### config.mk
export PLATFORM = sky130hd
export DESIGN_NAME = rlpm_ctrl
export DESIGN_NICKNAME = d
export VERILOG_FILES = /design/src/design/rlpm_pkg.sv /design/src/design/rlpm_ctrl.sv
export SDC_FILE = /design/constraint.sdc
export NUM_CORES = 1
export LEC_CHECK = 0
export ABC_AREA = 1
export BUFFER_PORTS_ARGS = -buffer_cell sky130_fd_sc_hd__buf_2
export CAP_MARGIN = 20
export CORE_AREA = 2 2 39 41
export CTS_CLUSTER_SIZE = 28
export DETAILED_ROUTE_END_ITERATION = 10
export DIE_AREA = 0 0 41 43
export PLACE_DENSITY = 0.48
export SYNTH_ARGS = -nofsm -noshare
export SYNTH_HDL_FRONTEND = slang
export SYNTH_SLANG_ARGS = --single-unit
### constraint.sdc
create_clock -name clk -period 0.83 [get_ports clk]
set_input_delay 0.1245 -clock clk [delete_from_list [all_inputs] [get_ports clk]]
set_output_delay 0.1245 -clock clk [all_outputs]
set_load 0.05 [all_outputs]
### src/design/rlpm_pkg.sv
// Shared types and constants for the range list parse and match core.
package rlpm_pkg;

	localparam int unsigned QUERY_W = 63;
	localparam int unsigned COUNT_W = 9;
	localparam int unsigned NUM_W   = 31;
	localparam int unsigned BOUND_W = 32;

	localparam logic [NUM_W-1:0] NUM_LIMIT = 31'h7fff_ffff;

	localparam logic [7:0] CHAR_TAB   = 8'd9;
	localparam logic [7:0] CHAR_CR    = 8'd13;
	localparam logic [7:0] CHAR_SPACE = 8'd32;
	localparam logic [7:0] CHAR_PLUS  = 8'd43;
	localparam logic [7:0] CHAR_COMMA = 8'd44;
	localparam logic [7:0] CHAR_DASH  = 8'd45;
	localparam logic [7:0] CHAR_ZERO  = 8'd48;
	localparam logic [7:0] CHAR_NINE  = 8'd57;

	typedef enum logic [1:0] {
		CMD_CHAR  = 2'd0,
		CMD_END   = 2'd1,
		CMD_QUERY = 2'd2
	} cmd_e_t;

	typedef enum logic [2:0] {
		PH_LOW_WS   = 3'd0,
		PH_LOW_DIG  = 3'd1,
		PH_LOW_END  = 3'd2,
		PH_DASH     = 3'd3,
		PH_HIGH_WS  = 3'd4,
		PH_HIGH_DIG = 3'd5,
		PH_HIGH_END = 3'd6
	} phase_t;

	typedef enum logic [1:0] {
		ST_IDLE = 2'd0,
		ST_SCAN = 2'd1,
		ST_EMIT = 2'd2
	} ctl_state_t;

	typedef struct packed {
		logic exec_char;
		logic exec_end;
		logic scan_start;
		logic scan_step;
		logic res_load;
		logic res_value;
		logic out_load;
	} dp_cmd_t;

	typedef struct packed {
		logic filter_on;
		logic table_empty;
		logic cmp_valid;
		logic hit;
		logic cmp_last;
	} dp_status_t;

endpackage

### src/design/rlpm_ctrl.sv
// Controller state machine: sequences list characters, list ends and table scans.
module rlpm_ctrl (
	input  logic                 clk,
	input  logic                 arst_n,
	input  logic                 item_valid,
	output logic                 item_stall,
	input  logic [1:0]           command,
	output logic                 result_valid,
	input  logic                 result_stall,
	input  rlpm_pkg::dp_status_t status,
	output rlpm_pkg::dp_cmd_t    cmd
);

	rlpm_pkg::ctl_state_t state_q, state_nxt;
	logic                 out_valid_q;
	logic                 accept;
	logic                 slot_free;
	logic                 scan_done;

	assign item_stall   = (state_q != rlpm_pkg::ST_IDLE);
	assign accept       = item_valid && !item_stall;
	assign slot_free    = !out_valid_q || !result_stall;
	assign scan_done    = status.cmp_valid && (status.hit || status.cmp_last);
	assign result_valid = out_valid_q;

	always_comb begin
		state_nxt = state_q;
		case (state_q)
			rlpm_pkg::ST_IDLE: begin
				if (accept) begin
					case (command)
						rlpm_pkg::CMD_END: state_nxt = rlpm_pkg::ST_EMIT;
						rlpm_pkg::CMD_QUERY: begin
							if (status.filter_on && !status.table_empty)
								state_nxt = rlpm_pkg::ST_SCAN;
							else
								state_nxt = rlpm_pkg::ST_EMIT;
						end
						default: state_nxt = rlpm_pkg::ST_IDLE;
					endcase
				end
			end
			rlpm_pkg::ST_SCAN: begin
				if (scan_done)
					state_nxt = rlpm_pkg::ST_EMIT;
			end
			rlpm_pkg::ST_EMIT: begin
				if (slot_free)
					state_nxt = rlpm_pkg::ST_IDLE;
			end
			default: state_nxt = rlpm_pkg::ST_IDLE;
		endcase
	end

	always_comb begin
		cmd = '0;
		case (state_q)
			rlpm_pkg::ST_IDLE: begin
				if (accept) begin
					case (command)
						rlpm_pkg::CMD_CHAR: cmd.exec_char = 1'b1;
						rlpm_pkg::CMD_END: begin
							cmd.exec_end  = 1'b1;
							cmd.res_load  = 1'b1;
							cmd.res_value = 1'b0;
						end
						rlpm_pkg::CMD_QUERY: begin
							if (status.filter_on && !status.table_empty) begin
								cmd.scan_start = 1'b1;
							end else begin
								cmd.res_load  = 1'b1;
								cmd.res_value = !status.filter_on;
							end
						end
						default: cmd = '0;
					endcase
				end
			end
			rlpm_pkg::ST_SCAN: begin
				cmd.scan_step = 1'b1;
				if (scan_done) begin
					cmd.res_load  = 1'b1;
					cmd.res_value = status.hit;
				end
			end
			rlpm_pkg::ST_EMIT: cmd.out_load = slot_free;
			default: cmd = '0;
		endcase
	end

	always_ff @(posedge clk or negedge arst_n) begin
		if (!arst_n) begin
			state_q     <= rlpm_pkg::ST_IDLE;
			out_valid_q <= 1'b0;
		end else begin
			state_q <= state_nxt;
			if (cmd.out_load)
				out_valid_q <= 1'b1;
			else if (!result_stall)
				out_valid_q <= 1'b0;
		end
	end

endmodule

Yosys cells after proc, flatten, opt, wreduce, memory -nomap -nowiden
Cells that the tools add are included.
{"block": "totals", "ff_bits": 3, "inputBits": 11, "out_inout_bits": 9, "elab_cells": 43}
{"block": "op_classes", "eq_ne": 8, "n_reduce_logical": 14, "muxes": 19}
{"operator": "two-way mux 2 bit", "n": 6}
{"operator": "case mux 2 bit (2 select lines)", "n": 2}
{"operator": "two-way mux 7 bit", "n": 1}
{"operator": "two-way mux 1 bit", "n": 6}
{"operator": "inequality test 2 bit (second input constant)", "n": 3}
{"operator": "case mux 2 bit (3 select lines)", "n": 1}
{"operator": "case mux 3 bit (2 select lines)", "n": 1}
{"operator": "zero test 1 bit", "n": 5}
{"operator": "equality test 2 x 1 -> 1 bit (second input constant)", "n": 2}
{"operator": "equality test 2 bit (second input constant)", "n": 2}
{"operator": "zero test 2 bit", "n": 2}
{"operator": "logical AND 1 bit", "n": 3}
{"operator": "two-way mux 3 bit", "n": 1}
{"operator": "AND reduction 3 bit", "n": 1}
{"operator": "logical OR 1 bit", "n": 2}
{"operator": "inequality test 2 x 1 -> 1 bit (second input constant)", "n": 1}
{"operator": "case mux 1 bit (2 select lines)", "n": 1}
{"operator": "nonzero test 2 bit", "n": 1}

Longest topological paths before layout
{"block": "logic_depth", "word_depth": 7, "mapped_depth": 6, "ltp_nobuf": 6}

Worst setup path after synthesis
No wires, ideal clock.
{"block": "synth_path", "path_kind": "register -> output", "startpoint": "register state_q[1]", "endpoint": "output port cmd[1] (netlist name)", "path_buffers": 0, "required_time_ns": 0.706, "path_stages_with_launch": 4, "slack_ns": -0.633, "arrival_ns": 1.339, "cell_sequence": "dfrtp_1 nor2_4 o211ai_4 o21ai_2"}
{"element": "start: declaration", "line": "rlpm_ctrl.sv:14", "source": "rlpm_pkg::ctl_state_t state_q, state_nxt;"}
{"element": "start signal: assignment", "line": "rlpm_ctrl.sv:93", "source": "state_q <= rlpm_pkg::ST_IDLE;"}
{"element": "start signal: assignment", "line": "rlpm_ctrl.sv:96", "source": "state_q <= state_nxt;"}
{"element": "end: declaration", "line": "rlpm_ctrl.sv:11", "source": "output rlpm_pkg::dp_cmd_t cmd"}

==> summary.md <==
| Metric | Value |
|---|---|
| Status | `finished, violations left` |
| Failing checks | `setup timing` |
| Port Buffer Count | `19` |
| Worst-Skew Late Latency | `between 0.2 and 0.25 ns` |
| Clk buf depth | `2` |
| Area delta synth->final | `111%` |
| Reg2reg start | `state_q[1]` |
| Period utilisation layout | `1.66` |
| Setup violations, final | `12` |
| Crit. End Element | `output port` |
| Final wirelength | `771 um` |
| 1st-iter DRT viols | `3` |
| Synth top area cells | `dfrtp_1 25%, ha_1 12%, nand2_1 12%, inv_1 11%, o211ai_4 7.0%` |
| ANT nets after route | `0` |
| Asr flop ratio synth | `1.00` |
| Count leader, synth | `nand2_1` |
| DP HPWL | `608 um` |
| Final worst slack | `-0.551 ns` |
| Core Rows | `14` |
| Vias in the first global route | `around 340` |
| Starting Density | `0.221` |
| Worst vdd ir | `about 0.00047 V` |
| Hold Path Class | `in2async` |
| Total power | `about 840 uW` |
| Pin count of the biggest net entering global routing | `6` |
| Antenna violations before repair | `0` |
| Worst slew pin tran | `roughly 0.24 ns` |
| Layout cells sized above 1 | `0.645` |
| Startpoint Class | `flip-flop` |
| R2r endpoint | `result_valid` |
| Place WS | `-0.379 ns` |
| Cells on worst reg2reg path | `6` |
| Core Box Area | `0.00138 mm2` |
| Post-synth top flop | `dfrtp_1` |
| Vias | `approximately 380` |
| CP Data Required Time | `just over 0.7 ns` |
| GP Congestion | `around 0.7` |
| Total gr overflow | `0` |
| Antenna cells | `0` |
| GRT Total Usage | `0.105` |
| Synth top area share | `0.246` |
| Sum of buffers and inverters on the critical path | `2` |
| Critical Path Max Stage Delay | `0.41 ns` |
| Seq/Total Area, Yosys | `0.246` |
| Avg Inst Size Synth | `between 7 and 8 um2` |
| Final Hold Vio Count | `0` |
| Critical path class | `reg2out` |
| CP Data Arrival Time | `1.26 ns` |
| Count of different cell masters after synthesis | `14` |
| R2R setup slack | `-0.22 ns` |
| Setup TNS | `-4.23 ns` |
| Cell Area, Synth | `305 um2` |
| RSZ-0062 raised after global routing | `yes` |
| CTS buffer count | `3` |
| # DRC | `0` |
| Die height | `between 40 and 50 um` |
| Delay-heaviest family, CP | `flip-flops` |
| Crit-path cells | `inv_2, nand3_4, nor2_2, nand2_2, o21ai_4, buf_6` |
| Vias/cell | `slightly above 4` |
| Max-slew violations | `0` |
| Max Cap Viol | `0` |
| First-pass GRT wire length | `1.21 mm` |
| # H-tree levels | `1` |
| Levels on crit path | `6` |
| Post-synth top cells | `10 x nand2_1, 9 x inv_1, 5 x nor2_1, 3 x dfrtp_1, 3 x ha_1` |
| Slew HR | `0.842` |
| Final Skew | `slightly below 0.0007 ns` |
| Static leakage | `0.345 nW` |
| Final Core Density | `0.467` |
| Number of synthesized flops with an enable pin | `0` |
| F_max | `~720 MHz` |
| # IOs | `20` |
| Final Hold Slack | `around 0.22 ns` |
| CTS tree | `done` |
| Full die area | `around 0.0018 mm2` |
| DRT Pass-1 Iters | `2` |
| Routed WL per cell | `8.38 um` |
| Final Net Count | `between 90 and 100` |
| Worst-path clk slew | `approximately 0.04 ns` |
| Clock Root Buffer | `clkbuf_4` |
| Width of the die | `41 um` |
| Slowest-stage cell, CP | `dfrtp_1` |
| Cell taking the most area after synthesis | `dfrtp_1` |
| Fin crit period | `approximately 1.4 ns` |
| Yosys Warn Count | `0` |
| Pwr Density | `between 1000 and 1500 mW/mm2` |
| Max FO, Critical Path | `5` |
| Yosys reg bits | `3` |
| Cells after Synth | `42` |
| Syn nets | `56` |
| Clock Sinks | `3` |
==> power breakdown <==
part           internal, mW  leakage, nW  total (mW)  switching (mW)
Sequential            0.162       0.0390       0.175          0.0124
Clock                 0.180       0.0150       0.258          0.0774
Combinational         0.172        0.291       0.408           0.236
==> what timing repair did <==
action,in CTS,in global routing
setup endpoints to repair,12,12
pin swaps,0,2
hold endpoints to repair,3,0
gates resized for setup,25,4
setup buffers,2,0
hold buffers,1,0
==> logic make-up (layout without fill, tap and decap cells) <==
group           Yosys count  in the layout  synth area share
fa+ha+maj                 3              3             0.123
flops                     3              3             0.246
buf+inv                  11             45             0.135
simple gates             21             21             0.365
compound gates            4              4             0.131
==> registers in the layout, summed over array words and instances, names as in the netlist <==
| register | count |
|---|---|
| state_q | 2 |
| result_valid | 1 |
==> worst reg2reg max path, stage by stage (launching register included) <==
cell and delay (ns):
dfrtp_1 0.40, inv_2 0.08, nor2_1 0.12, inv_1 0.09, buf_4 0.13, buf_4 0.12, nand2_1 0.04
==> placed cells by master (no fill, tap or decap), types with 2 or more instances in the layout <==
cell type / n
buf_2: 10
buf_4: 9
inv_1: 8
nand2_1: 7
buf_6: 7
nor2_4: 4
inv_2: 3
nand2_2: 3
ha_1: 3
clkbuf_4: 3
buf_8: 3
nor2_1: 2
nand3_1: 2
dfrtp_1: 2
==> metal layers <==
layer	up-vias	part of all wire	global-route usage
li1	194	-	-
met1	170	0.39	0.119
met2	12	0.57	0.156
met3	0	0.047	0.0157
met4	0	0	0.100
met5	-	0	0
==> how the worst max path moves through the flow <==
stage	to	slack, ns	startpoint
4_1_cts	cmd[1]	-0.54	state_q[1]
5_1_grt	cmd[1]	-0.62	state_q[1]
2_1_floorplan	cmd[1]	-0.52	state_q[0]
3_5_place_dp	cmd[1]	-0.38	state_q[1]
6_report	cmd[1]	-0.55	state_q[1]
3_3_place_gp	cmd[1]	-0.37	state_q[1]
==> area by class of cell <==
class,count,area (um2)
multi-input cells,28,230
repair buffers,30,251
inverters,11,41.3
flip-flops and latches,3,76.3
well taps,16,20.0
fillers,154,738
clock buffers,4,26.3
==> metrics by stage <==
stage / area [um2] / cells
final: 646 / 92
after global routing: 646 / 92
after CTS: 633 / 92
after detailed placement: 502 / 85
after global placement: 502 / 85
after floorplan: 327 / 42
Note: power is estimated with default switching activity, not from simulation.
